<file path="src/rtl/core/seik_pkg.sv">
package seik_pkg;

  localparam int CNT_W  = 7;
  localparam int ACC_W  = 36;
  localparam int DIFF_W = 17;

  localparam logic [ACC_W-1:0] ACC_MAX = {ACC_W{1'b1}};
  localparam logic [15:0] LOG2E_HALF_Q16 = 16'd47274;

  localparam logic CFG_INV_ELL_SQ = 1'b0;
  localparam logic CFG_SIG_VAR    = 1'b1;

  localparam logic OP_KERNEL = 1'b0;
  localparam logic OP_GRAD   = 1'b1;

  typedef struct packed {
    logic             op;
    logic [ACC_W-1:0] acc;
    logic [CNT_W-1:0] cnt;
    logic             bank;
  } job_t;

  typedef logic [16:0] exp_tab_t [0:64];

  function automatic logic [63:0] isqrt64(input logic [63:0] n_in);
    logic [63:0] n;
    logic [63:0] r;
    logic [63:0] b;
    n = n_in;
    r = 64'd0;
    b = 64'd1 << 62;
    for (int i = 0; i < 32; i++) begin
      if (n >= r + b) begin
        n = n - (r + b);
        r = (r >> 1) + b;
      end else begin
        r = r >> 1;
      end
      b = b >> 2;
    end
    return r;
  endfunction

  // 2^-(i/64) in Q1.16, built from a chain of square roots of one half
  function automatic exp_tab_t build_exp_tab();
    exp_tab_t    tab;
    logic [63:0] root [0:5];
    logic [63:0] acc;
    root[0] = isqrt64(64'd1 << 63);
    for (int i = 1; i < 6; i++) root[i] = isqrt64(root[i-1] << 32);
    for (int i = 0; i < 64; i++) begin
      acc = 64'd1 << 32;
      for (int b = 0; b < 6; b++) begin
        if (((i >> b) & 1) != 0) acc = (acc * root[5-b] + 64'h8000_0000) >> 32;
      end
      tab[i] = 17'((acc + 64'h8000) >> 16);
    end
    tab[64] = 17'd32768;
    return tab;
  endfunction

  localparam exp_tab_t EXP_TAB = build_exp_tab();

endpackage

</file>
<file path="src/rtl/core/se_iso_kernel_eval.sv">
// Squared-exponential isotropic kernel evaluator.
// Input channel (in_*): one coordinate pair per beat, in_end_of_vector on the
// last pair; in_opcode on that last beat picks the result set. Pairs beyond
// VECTOR_LEN are dropped from the sum, the end mark still closes the vector.
// Result channel (out_*): opcode 0 gives one beat (k, k*z, 2k); opcode 1 gives
// one gradient beat per stored coordinate, out_last_result on the final one.
// Config port (cfg_*): write inv_ell_sq (index 0) or sig_var (index 1) while idle.
// Throughput: the front takes one pair per cycle. Each closed vector then runs
// through the back sequencer on one shared 32x24 multiplier: the z, exponent and k
// steps to the kernel beat, then a diff RAM read and multiply per gradient beat.
// Two vectors may be in flight (ping-pong diff banks, two-entry job queue); the
// front holds in_ready low while both banks are claimed.
// Reset (synchronous, rst_n low) empties the queue and output register and sets
// both registers to 1.0. When the receiver stalls, the output register holds its
// beat and the sequencer waits; the front keeps taking pairs for the next vector.
module se_iso_kernel_eval #(
  parameter int VECTOR_LEN = 8
) (
  input  logic                clk,
  input  logic                rst_n,
  input  logic                cfg_we,
  input  logic                cfg_index,
  input  logic [23:0]         cfg_wdata,
  input  logic                in_valid,
  output logic                in_ready,
  input  logic                in_opcode,
  input  logic signed [15:0]  in_coord_first,
  input  logic signed [15:0]  in_coord_second,
  input  logic                in_end_of_vector,
  output logic                out_valid,
  input  logic                out_ready,
  output logic                out_result_kind,
  output logic [23:0]         out_kernel_value,
  output logic [31:0]         out_grad_log_length,
  output logic [24:0]         out_grad_log_signal,
  output logic signed [31:0]  out_input_grad,
  output logic [5:0]          out_elem_index,
  output logic                out_last_result
);

  localparam int IW    = (VECTOR_LEN > 1) ? $clog2(VECTOR_LEN) : 1;
  localparam int AW    = IW + 1;
  localparam int DEPTH = 2 << IW;

  logic [23:0] inv_ell_sq_r, inv_ell_sq_nxt;
  logic [23:0] sig_var_r, sig_var_nxt;

  logic                        ram_we;
  logic [AW-1:0]               ram_waddr;
  logic [seik_pkg::DIFF_W-1:0] ram_wdata;
  logic                        ram_re;
  logic [AW-1:0]               ram_raddr;
  logic [seik_pkg::DIFF_W-1:0] ram_rdata;
  logic                        push;
  seik_pkg::job_t              push_job;
  logic                        pop;
  logic                        q_valid;
  seik_pkg::job_t              q_job;
  logic                        job_done;

  always_comb begin
    inv_ell_sq_nxt = inv_ell_sq_r;
    sig_var_nxt    = sig_var_r;
    if (cfg_we) begin
      case (cfg_index)
        seik_pkg::CFG_INV_ELL_SQ: inv_ell_sq_nxt = cfg_wdata;
        seik_pkg::CFG_SIG_VAR:    sig_var_nxt    = cfg_wdata;
        default: ;
      endcase
    end
  end

  always_ff @(posedge clk) begin
    if (!rst_n) begin
      inv_ell_sq_r <= 24'd65536;
      sig_var_r    <= 24'd65536;
    end else begin
      inv_ell_sq_r <= inv_ell_sq_nxt;
      sig_var_r    <= sig_var_nxt;
    end
  end

  seik_front #(.VECTOR_LEN(VECTOR_LEN), .AW(AW)) u_front (
    .clk              (clk),
    .rst_n            (rst_n),
    .in_valid         (in_valid),
    .in_ready         (in_ready),
    .in_opcode        (in_opcode),
    .in_coord_first   (in_coord_first),
    .in_coord_second  (in_coord_second),
    .in_end_of_vector (in_end_of_vector),
    .job_done         (job_done),
    .ram_we           (ram_we),
    .ram_waddr        (ram_waddr),
    .ram_wdata        (ram_wdata),
    .push             (push),
    .push_job         (push_job)
  );

  seik_ram #(.WIDTH(seik_pkg::DIFF_W), .DEPTH(DEPTH)) u_ram (
    .clk     (clk),
    .we      (ram_we),
    .waddr   (ram_waddr),
    .wdata   (ram_wdata),
    .re      (ram_re),
    .raddr   (ram_raddr),
    .rdata_r (ram_rdata)
  );

  seik_queue u_queue (
    .clk      (clk),
    .rst_n    (rst_n),
    .push     (push),
    .push_job (push_job),
    .pop      (pop),
    .q_valid  (q_valid),
    .q_job    (q_job)
  );

  seik_back #(.AW(AW)) u_back (
    .clk                 (clk),
    .rst_n               (rst_n),
    .inv_ell_sq          (inv_ell_sq_r),
    .sig_var             (sig_var_r),
    .q_valid             (q_valid),
    .q_job               (q_job),
    .q_pop               (pop),
    .job_done            (job_done),
    .ram_re              (ram_re),
    .ram_raddr           (ram_raddr),
    .ram_rdata           (ram_rdata),
    .out_valid           (out_valid),
    .out_ready           (out_ready),
    .out_result_kind     (out_result_kind),
    .out_kernel_value    (out_kernel_value),
    .out_grad_log_length (out_grad_log_length),
    .out_grad_log_signal (out_grad_log_signal),
    .out_input_grad      (out_input_grad),
    .out_elem_index      (out_elem_index),
    .out_last_result     (out_last_result)
  );

endmodule

</file>
<file path="src/rtl/core/seik_ram.sv">
module seik_ram #(
  parameter int WIDTH = 17,
  parameter int DEPTH = 16
) (
  input  logic                          clk,
  input  logic                          we,
  input  logic [$clog2(DEPTH)-1:0]      waddr,
  input  logic [WIDTH-1:0]              wdata,
  input  logic                          re,
  input  logic [$clog2(DEPTH)-1:0]      raddr,
  output logic [WIDTH-1:0]              rdata_r
);

  logic [WIDTH-1:0] mem [0:DEPTH-1];

  always_ff @(posedge clk) begin
    if (we) mem[waddr] <= wdata;
    if (re) rdata_r <= mem[raddr];
  end

endmodule

</file>
<file path="src/rtl/core/seik_queue.sv">
module seik_queue (
  input  logic          clk,
  input  logic          rst_n,
  input  logic          push,
  input  seik_pkg::job_t push_job,
  input  logic          pop,
  output logic          q_valid,
  output seik_pkg::job_t q_job
);

  seik_pkg::job_t ent_r [0:1];
  logic       wptr_r, wptr_nxt;
  logic       rptr_r, rptr_nxt;
  logic [1:0] fill_r, fill_nxt;

  assign q_valid = (fill_r != 2'd0);
  assign q_job   = ent_r[rptr_r];

  always_comb begin
    wptr_nxt = wptr_r ^ push;
    rptr_nxt = rptr_r ^ pop;
    fill_nxt = fill_r + {1'b0, push} - {1'b0, pop};
  end

  always_ff @(posedge clk) begin
    if (!rst_n) begin
      wptr_r <= 1'b0;
      rptr_r <= 1'b0;
      fill_r <= 2'd0;
    end else begin
      wptr_r <= wptr_nxt;
      rptr_r <= rptr_nxt;
      fill_r <= fill_nxt;
    end
  end

  always_ff @(posedge clk) begin
    if (push) ent_r[wptr_r] <= push_job;
  end

endmodule

</file>
<file path="src/rtl/core/seik_front.sv">
module seik_front #(
  parameter int VECTOR_LEN = 8,
  parameter int AW = 4
) (
  input  logic                 clk,
  input  logic                 rst_n,
  input  logic                 in_valid,
  output logic                 in_ready,
  input  logic                 in_opcode,
  input  logic signed [15:0]   in_coord_first,
  input  logic signed [15:0]   in_coord_second,
  input  logic                 in_end_of_vector,
  input  logic                 job_done,
  output logic                 ram_we,
  output logic [AW-1:0]        ram_waddr,
  output logic [seik_pkg::DIFF_W-1:0] ram_wdata,
  output logic                 push,
  output seik_pkg::job_t       push_job
);

  localparam int IW = AW - 1;

  logic [seik_pkg::ACC_W-1:0] acc_r, acc_nxt;
  logic [seik_pkg::CNT_W-1:0] cnt_r, cnt_nxt;
  logic                       bank_r, bank_nxt;
  logic [1:0]                 outst_r, outst_nxt;

  logic                        take;
  logic                        store;
  logic signed [seik_pkg::DIFF_W-1:0] d;
  logic [seik_pkg::DIFF_W-1:0] mag;
  logic [33:0]                 sq;
  logic [seik_pkg::ACC_W:0]    sum;
  logic [seik_pkg::ACC_W-1:0]  acc_upd;
  logic [seik_pkg::CNT_W-1:0]  cnt_upd;

  // two diff banks: hold off once both are claimed by pending vectors
  assign in_ready = (outst_r != 2'd2);
  assign take     = in_valid && in_ready;

  always_comb begin
    d     = $signed({in_coord_second[15], in_coord_second})
          - $signed({in_coord_first[15], in_coord_first});
    mag   = d[seik_pkg::DIFF_W-1] ? seik_pkg::DIFF_W'(-d) : seik_pkg::DIFF_W'(d);
    sq    = mag * mag;
    store = (cnt_r < seik_pkg::CNT_W'(VECTOR_LEN));
    sum   = {1'b0, acc_r} + {{(seik_pkg::ACC_W-33){1'b0}}, sq};
    acc_upd = acc_r;
    cnt_upd = cnt_r;
    if (store) begin
      acc_upd = sum[seik_pkg::ACC_W] ? seik_pkg::ACC_MAX : sum[seik_pkg::ACC_W-1:0];
      cnt_upd = cnt_r + 1'b1;
    end

    ram_we    = take && store;
    ram_waddr = {bank_r, cnt_r[IW-1:0]};
    ram_wdata = d;

    push          = take && in_end_of_vector;
    push_job.op   = in_opcode;
    push_job.acc  = acc_upd;
    push_job.cnt  = cnt_upd;
    push_job.bank = bank_r;

    acc_nxt  = acc_r;
    cnt_nxt  = cnt_r;
    bank_nxt = bank_r;
    if (take) begin
      if (in_end_of_vector) begin
        acc_nxt  = '0;
        cnt_nxt  = '0;
        bank_nxt = ~bank_r;
      end else begin
        acc_nxt = acc_upd;
        cnt_nxt = cnt_upd;
      end
    end
    outst_nxt = outst_r + {1'b0, push} - {1'b0, job_done};
  end

  always_ff @(posedge clk) begin
    if (!rst_n) begin
      acc_r   <= '0;
      cnt_r   <= '0;
      bank_r  <= 1'b0;
      outst_r <= 2'd0;
    end else begin
      acc_r   <= acc_nxt;
      cnt_r   <= cnt_nxt;
      bank_r  <= bank_nxt;
      outst_r <= outst_nxt;
    end
  end

endmodule

</file>
<file path="src/rtl/core/seik_back.sv">
module seik_back #(
  parameter int AW = 4
) (
  input  logic                 clk,
  input  logic                 rst_n,
  input  logic [23:0]          inv_ell_sq,
  input  logic [23:0]          sig_var,
  input  logic                 q_valid,
  input  seik_pkg::job_t       q_job,
  output logic                 q_pop,
  output logic                 job_done,
  output logic                 ram_re,
  output logic [AW-1:0]        ram_raddr,
  input  logic [seik_pkg::DIFF_W-1:0] ram_rdata,
  output logic                 out_valid,
  input  logic                 out_ready,
  output logic                 out_result_kind,
  output logic [23:0]          out_kernel_value,
  output logic [31:0]          out_grad_log_length,
  output logic [24:0]          out_grad_log_signal,
  output logic signed [31:0]   out_input_grad,
  output logic [5:0]           out_elem_index,
  output logic                 out_last_result
);

  localparam int IW = AW - 1;

  localparam logic [3:0] S_IDLE = 4'd0;
  localparam logic [3:0] S_Z0   = 4'd1;
  localparam logic [3:0] S_Z1   = 4'd2;
  localparam logic [3:0] S_Z2   = 4'd3;
  localparam logic [3:0] S_T    = 4'd4;
  localparam logic [3:0] S_V    = 4'd5;
  localparam logic [3:0] S_W    = 4'd6;
  localparam logic [3:0] S_E    = 4'd7;
  localparam logic [3:0] S_K    = 4'd8;
  localparam logic [3:0] S_KZ   = 4'd9;
  localparam logic [3:0] S_M    = 4'd10;
  localparam logic [3:0] S_G0   = 4'd11;
  localparam logic [3:0] S_G1   = 4'd12;

  logic [3:0]                 state_r, state_nxt;
  seik_pkg::job_t             job_r, job_nxt;
  logic [41:0]                p0_r, p0_nxt;
  logic [23:0]                z_r, z_nxt;
  logic [23:0]                t_r, t_nxt;
  logic [23:0]                k_r, k_nxt;
  logic [31:0]                m_r, m_nxt;
  logic                       neg_r, neg_nxt;
  logic [seik_pkg::CNT_W-1:0] idx_r, idx_nxt;
  logic [55:0]                prod_r;

  logic        mul_en;
  logic [31:0] mul_a;
  logic [23:0] mul_b;

  logic        ov_r, ov_nxt;
  logic        kind_r, kind_nxt;
  logic [23:0] kv_r, kv_nxt;
  logic [31:0] gll_r, gll_nxt;
  logic [24:0] gls_r, gls_nxt;
  logic [31:0] ig_r, ig_nxt;
  logic [5:0]  ei_r, ei_nxt;
  logic        lr_r, lr_nxt;

  logic        out_free;
  logic [59:0] full;
  logic [43:0] rz;
  logic [5:0]  tj;
  logic [16:0] tdiff;
  logic [26:0] corr;
  logic [16:0] v;
  logic [4:0]  sh;
  logic [32:0] rnd;
  logic [32:0] esh;
  logic [16:0] e;
  logic [40:0] kr;
  logic [32:0] kz;
  logic [47:0] mr;
  logic [seik_pkg::DIFF_W-1:0] mag;
  logic [40:0] g;
  logic [31:0] enc;
  logic [seik_pkg::CNT_W-1:0] idx_inc;

  assign out_free = !ov_r || out_ready;

  always_comb begin
    state_nxt = state_r;
    job_nxt   = job_r;
    p0_nxt    = p0_r;
    z_nxt     = z_r;
    t_nxt     = t_r;
    k_nxt     = k_r;
    m_nxt     = m_r;
    neg_nxt   = neg_r;
    idx_nxt   = idx_r;
    q_pop     = 1'b0;
    job_done  = 1'b0;
    ram_re    = 1'b0;
    ram_raddr = {job_r.bank, idx_r[IW-1:0]};
    mul_en    = 1'b0;
    mul_a     = '0;
    mul_b     = '0;

    ov_nxt   = ov_r && !out_ready;
    kind_nxt = kind_r;
    kv_nxt   = kv_r;
    gll_nxt  = gll_r;
    gls_nxt  = gls_r;
    ig_nxt   = ig_r;
    ei_nxt   = ei_r;
    lr_nxt   = lr_r;

    full  = {prod_r[41:0], 18'd0} + {18'd0, p0_r};
    rz    = 44'((full + 60'h8000) >> 16);
    tj    = t_r[15:10];
    tdiff = seik_pkg::EXP_TAB[tj] - seik_pkg::EXP_TAB[{1'b0, tj} + 7'd1];
    corr  = 27'((prod_r[26:0] + 27'd512) >> 10);
    v     = seik_pkg::EXP_TAB[tj] - corr[16:0];
    sh    = t_r[20:16];
    rnd   = 33'd1 << (sh - 5'd1);
    esh   = ({16'd0, v} + rnd) >> sh;
    if (t_r[23:21] != 3'd0) e = '0;
    else if (sh == 5'd0) e = v;
    else e = esh[16:0];
    kr    = prod_r[40:0] + 41'h8000;
    kz    = 33'((prod_r[47:0] + 48'h8000) >> 16);
    mr    = prod_r[47:0] + 48'h8000;
    mag   = ram_rdata[seik_pkg::DIFF_W-1] ? seik_pkg::DIFF_W'(-ram_rdata) : ram_rdata;
    g     = 41'((prod_r[48:0] + 49'h80) >> 8);
    if (neg_r) enc = (g > 41'h0_8000_0000) ? 32'h8000_0000 : 32'(-g[31:0]);
    else       enc = (g > 41'h0_7FFF_FFFF) ? 32'h7FFF_FFFF : g[31:0];
    idx_inc = idx_r + 1'b1;

    case (state_r)
      S_IDLE: begin
        if (q_valid) begin
          q_pop     = 1'b1;
          job_nxt   = q_job;
          state_nxt = S_Z0;
        end
      end
      S_Z0: begin
        mul_en    = 1'b1;
        mul_a     = {14'd0, job_r.acc[17:0]};
        mul_b     = inv_ell_sq;
        state_nxt = S_Z1;
      end
      S_Z1: begin
        p0_nxt    = prod_r[41:0];
        mul_en    = 1'b1;
        mul_a     = {14'd0, job_r.acc[35:18]};
        mul_b     = inv_ell_sq;
        state_nxt = S_Z2;
      end
      S_Z2: begin
        z_nxt     = (rz[43:24] != '0) ? 24'hFF_FFFF : rz[23:0];
        state_nxt = S_T;
      end
      S_T: begin
        mul_en    = 1'b1;
        mul_a     = {8'd0, z_r};
        mul_b     = {8'd0, seik_pkg::LOG2E_HALF_Q16};
        state_nxt = S_V;
      end
      S_V: begin
        t_nxt     = 24'((prod_r[39:0] + 40'h8000) >> 16);
        state_nxt = S_W;
      end
      S_W: begin
        mul_en    = 1'b1;
        mul_a     = {15'd0, tdiff};
        mul_b     = {14'd0, t_r[9:0]};
        state_nxt = S_E;
      end
      S_E: begin
        mul_en    = 1'b1;
        mul_a     = {15'd0, e};
        mul_b     = sig_var;
        state_nxt = S_K;
      end
      S_K: begin
        k_nxt  = kr[39:16];
        mul_en = 1'b1;
        mul_a  = {8'd0, kr[39:16]};
        if (job_r.op == seik_pkg::OP_KERNEL) begin
          mul_b     = z_r;
          state_nxt = S_KZ;
        end else begin
          mul_b     = inv_ell_sq;
          state_nxt = S_M;
        end
      end
      S_KZ: begin
        if (out_free) begin
          ov_nxt    = 1'b1;
          kind_nxt  = 1'b0;
          kv_nxt    = k_r;
          gll_nxt   = kz[32] ? 32'hFFFF_FFFF : kz[31:0];
          gls_nxt   = {k_r, 1'b0};
          ig_nxt    = '0;
          ei_nxt    = '0;
          lr_nxt    = 1'b1;
          job_done  = 1'b1;
          state_nxt = S_IDLE;
        end
      end
      S_M: begin
        m_nxt     = mr[47:16];
        idx_nxt   = '0;
        ram_re    = 1'b1;
        ram_raddr = {job_r.bank, {IW{1'b0}}};
        state_nxt = S_G0;
      end
      S_G0: begin
        neg_nxt   = ram_rdata[seik_pkg::DIFF_W-1];
        mul_en    = 1'b1;
        mul_a     = m_r;
        mul_b     = {{(24-seik_pkg::DIFF_W){1'b0}}, mag};
        state_nxt = S_G1;
      end
      S_G1: begin
        if (out_free) begin
          ov_nxt   = 1'b1;
          kind_nxt = 1'b1;
          kv_nxt   = k_r;
          gll_nxt  = '0;
          gls_nxt  = '0;
          ig_nxt   = enc;
          ei_nxt   = idx_r[5:0];
          lr_nxt   = (idx_inc == job_r.cnt);
          if (idx_inc == job_r.cnt) begin
            job_done  = 1'b1;
            state_nxt = S_IDLE;
          end else begin
            idx_nxt   = idx_inc;
            ram_re    = 1'b1;
            ram_raddr = {job_r.bank, idx_inc[IW-1:0]};
            state_nxt = S_G0;
          end
        end
      end
      default: state_nxt = S_IDLE;
    endcase
  end

  always_ff @(posedge clk) begin
    if (!rst_n) begin
      state_r <= S_IDLE;
      ov_r    <= 1'b0;
    end else begin
      state_r <= state_nxt;
      ov_r    <= ov_nxt;
    end
  end

  always_ff @(posedge clk) begin
    job_r  <= job_nxt;
    p0_r   <= p0_nxt;
    z_r    <= z_nxt;
    t_r    <= t_nxt;
    k_r    <= k_nxt;
    m_r    <= m_nxt;
    neg_r  <= neg_nxt;
    idx_r  <= idx_nxt;
    kind_r <= kind_nxt;
    kv_r   <= kv_nxt;
    gll_r  <= gll_nxt;
    gls_r  <= gls_nxt;
    ig_r   <= ig_nxt;
    ei_r   <= ei_nxt;
    lr_r   <= lr_nxt;
    if (mul_en) prod_r <= mul_a * mul_b;
  end

  assign out_valid           = ov_r;
  assign out_result_kind     = kind_r;
  assign out_kernel_value    = kv_r;
  assign out_grad_log_length = gll_r;
  assign out_grad_log_signal = gls_r;
  assign out_input_grad      = ig_r;
  assign out_elem_index      = ei_r;
  assign out_last_result     = lr_r;

endmodule

</file>
<file path="config.mk">
export PLATFORM = sky130hd
export DESIGN_NAME = se_iso_kernel_eval
export DESIGN_NICKNAME = d
export VERILOG_FILES = /design/src/rtl/core/seik_pkg.sv /design/src/rtl/core/se_iso_kernel_eval.sv /design/src/rtl/core/seik_ram.sv /design/src/rtl/core/seik_queue.sv /design/src/rtl/core/seik_front.sv /design/src/rtl/core/seik_back.sv
export SDC_FILE = /design/constraint.sdc
export NUM_CORES = 2
export LEC_CHECK = 0
export BUFFER_PORTS_ARGS = -buffer_cell sky130_fd_sc_hd__buf_2
export CORE_MARGIN = 2
export CORE_UTILIZATION = 60
export DETAILED_ROUTE_END_ITERATION = 8
export GPL_TIMING_DRIVEN = 0
export PLACE_DENSITY = 0.88
export SYNTH_ARGS = -nofsm -noshare
export SYNTH_HDL_FRONTEND = slang
export SYNTH_SLANG_ARGS = --single-unit
</file>
<file path="constraint.sdc">
create_clock -name clk -period 18.32 [get_ports clk]
set_input_delay 0.916 -clock clk [delete_from_list [all_inputs] [get_ports clk]]
set_output_delay 0.916 -clock clk [all_outputs]
set_load 0.01 [all_outputs]
</file>
==> summary.txt <==
Run status
  • Outcome: complete, but fails checks
  • Failing checks: max-capacitance violations, max-slew violations

Routing
  • Top sig layer: met5
  • Iter 0 DRT Violations: 8962
  • Wire per inst: 29.0 um
  • Met2 routed WL: 123000 um
  • Met3 Wirelength: 36900 um
  • Drt pass-1 iters: 6
  • Vias per cell: 6.51
  • Final WL: 286000 um
  • Final ANT Viol Nets: 0
  • Drc violations: 0
  • Vias: 64300
  • Metal1 wirelength: 103000 um

Worst setup path
  • Critical Path AT: 18.29 ns
  • Data required time of the critical path: 18.75 ns
  • Depth of the most critical reg-to-reg path: 55
  • R2r startpoint: u_back.t_r[10]
  • Startpoint types: flop
  • CP startpoint: u_back.t_r[10]
  • Setup crit end kind: flop
  • Slowest CP cell: a311oi_1
  • Crit. path cell count: 55
  • Setup CP Type: flop to flop
  • R2R setup slack: 0.46 ns
  • CP endpoint: u_back.prod_r[46]
  • Worst-path maximum fanout: 14
  • Crit-path max cell delay: 0.66 ns
  • CP top delay family: compound AO/OA/AOI/OAI gates
  • CP bufs+invs: 13
  • R2R Path End: u_back.prod_r[46]

STA
  • RSZ-0062 raised after global routing: no
  • Setup WS post-layout: 0.459 ns
  • Slew @ Worst Pin: 1.65 ns
  • Max-slew headroom: -0.108
  • Final hold vios: 0
  • Fmax: 0.0560 GHz
  • Final cycle utilization of the critical path: 0.975
  • Final Skew: 0.0808 ns
  • Hold slack: 0.420 ns
  • Final Setup Violations: 0
  • Post-layout min period: 17.86 ns
  • Max-slew violations: 24

Clocking
  • Root buf cell: clkbuf_16
  • CTS tree: yes
  • CTS Sinks: 835
  • Post-CTS Resized: 0
  • Reg clk slew, reported paths: 0.06 ns
  • # hold bufs at CTS: 0
  • Clk Latency, worst-skew pair: 0.75 ns
  • Inserted Clock Buffers: 85
  • Max clock buf depth: 3
  • Clock H-tree levels: 3
  • Post-CTS setup buffers: 0

Synth
  • Synth warn: 0
  • Combinational family with the most area after synthesis: adder cells
  • Share of the synthesized area in the top cell type: 0.288
  • Synthesized area: 76400 sq um
  • Number of flops mapped to enable cells by yosys: 732
  • Synth top cells by count: inv_1 (1160), nand2_1 (1066), fa_1 (868)
  • Most frequent cell after synthesis: inv_1
  • Yosys reg bits: 835
  • Average cell area after synthesis: 9.82 sq um
  • Compound-Gate Fraction of Synth Area: 0.116
  • Yosys cell types: 98
  • Register area share after synthesis: 0.315
  • Xor and xnor area share after synthesis: 0.0348
  • Largest cells by area after synthesis: edfxtp_1 (29%), fa_1 (23%), ha_1 (6.1%), inv_1 (5.7%), nand2_1 (5.2%)
  • Synth async-reset ratio: 0
  • Primary FF master, synth: edfxtp_1
  • Post-synth top area cell: edfxtp_1
  • Synthesized instance count: 7773
  • Post-Synth Adder-Cell Area: 0.289
  • Mux contribution to synthesized area: 0.0248
  • Post-Synth Simple-Gate Area: 0.142

Die
  • Std-Cell Rows: 130
  • Initial Util: 0.607
  • Die Y: 361 um
  • Die Wd: 361 um
  • Core ar.: 126000 sq um
  • IO Count: 187
  • Die ar.: 130000 sq um

Global route
  • Initial antenna violation count: 28
  • Global-route wire length before repair: 418000 um
  • Final global-route overflow total: 0
  • Total track usage: 0.439
  • Vias in the first global route: 64800
  • Largest net degree at the start of global routing: 35

Placement
  • Setup WS pre-CTS: 0.166 ns
  • Port-buffer cells: 184
  • HPWL after DPL: 224000 um
  • GPL Wtd Cong: 1.07

Layout
  • Final net count: 9438
  • Synth-to-Final Area Change: 9.45%
  • Layout cell share with drive strength beyond 1: 0.0782

Worst hold path
  • Hold Path Class: input pin to flop

Flow run
  • Maxcap violations: 4
==> tightest hold or removal path, stage by stage <==
cell	delay, ns
buf_2	0.09
nand2_1	0.04
nand3_1	0.07
==> stage by stage <==
step / util / instances / cell area, sq um / setup TNS [ns]
floorplan: - / 7811 / 76500 / 0
global placement: 0.631 / 9645 / 79500 / -12.87
detailed placement: 0.639 / 9697 / 80500 / 0
CTS: 0.663 / 9851 / 83400 / 0
global route: 0.663 / 9856 / 83500 / 0
finish: 0.664 / 9886 / 83600 / 0
==> worst min path at each step <==
stage | slack (ns) | endpoint | cells past startpoint | startpoint
after floorplan | 0.42 | u_back.out_kernel_value[0] | 0 | u_back.k_r[0]
after CTS | 0.40 | inv_ell_sq_r[16] | 3 | cfg_wdata[16]
after detailed placement | 0.43 | u_back.out_kernel_value[1] | 0 | u_back.k_r[1]
final | 0.42 | inv_ell_sq_r[16] | 3 | cfg_wdata[16]
after global placement | 0.42 | u_back.out_kernel_value[11] | 0 | u_back.k_r[11]
after global routing | 0.43 | inv_ell_sq_r[16] | 3 | cfg_wdata[16]
==> final cells by class <==
cell class,instances,area (sq um)
plain buffers,425,1660
diodes,36,90.1
well taps,1650,2060
inverters,1176,4420
multi-input cells,5373,46700
repair buffers,237,1650
fillers,9675,42300
clock buffers,99,2190
flip-flops and latches,835,24000
clock inverters,55,741
==> layout by cell type, fill, tap and decap left out, drive strengths merged, types with 35 or more instances in the layout <==
| cell type | n |
|---|---|
| a22oi | 53 |
| mux2 | 53 |
| mux4 | 38 |
| edfxtp | 732 |
| buf | 294 |
| a221oi | 40 |
| nand2 | 1067 |
| nand4 | 48 |
| nor4 | 39 |
| conb | 40 |
| diode | 36 |
| o21ai | 235 |
| and3 | 39 |
| nand3 | 147 |
| clkinv | 47 |
| nor3 | 126 |
| xnor2 | 182 |
| and2 | 207 |
| or3 | 37 |
| xor2 | 110 |
| nand2b | 50 |
| a211oi | 57 |
| dfxtp | 103 |
| mux2i | 44 |
| or2 | 35 |
| a21o | 89 |
| ha | 373 |
| nor2b | 60 |
| fa | 868 |
| o211ai | 38 |
| clkbuf | 467 |
| nor2 | 400 |
| inv | 1170 |
| a31oi | 49 |
| a21oi | 387 |
==> flip-flops by register name, indices dropped and copies added (netlist names), 2 cells and up <==
register                    flops
u_back.out_input_grad          32
u_back.out_grad_log_signal     24
u_back.k_r                     24
u_front.cnt_r                   7
u_back.prod_r                  49
u_back.state_r                  4
u_back.out_kernel_value        24
u_front.acc_r                  36
u_back.out_grad_log_length     32
u_front.outst_r                 2
u_back.idx_r                    7
u_back.t_r                     24
sig_var_r                      24
u_queue.ent_r                  90
u_queue.fill_r                  2
u_back.job_r                   45
u_back.out_elem_index           6
u_ram.mem                     272
u_back.m_r                     32
u_back.p0_r                    27
u_ram.rdata_r                  17
u_back.z_r                     24
inv_ell_sq_r                   24
==> kinds of logic (layout without fill, tap and decap cells) <==
group | count (synthesis) | in the layout
adder cells (fa/ha/maj) | 1241 | 1241
AND/OR/NAND/NOR | 2337 | 2337
flip-flops | 835 | 835
multiplexers | 135 | 135
XOR/XNOR | 296 | 296
other | 2 | 76
AO/OA/AOI/OAI | 1324 | 1324
buffers and inverters | 1603 | 1992
==> per-layer routing <==
| layer | global-route usage | vias to the layer above |
|---|---|---|
| met5 | 0 | - |
| met4 | 0.285 | 12 |
| met3 | 0.133 | 1090 |
| met2 | 0.650 | 4802 |
| met1 | 0.561 | 31700 |
| li1 | - | 26800 |
Power is left out: the tool's default activity adds up to more than one toggle a clock period on the data nets, which glitch-free logic cannot reach.
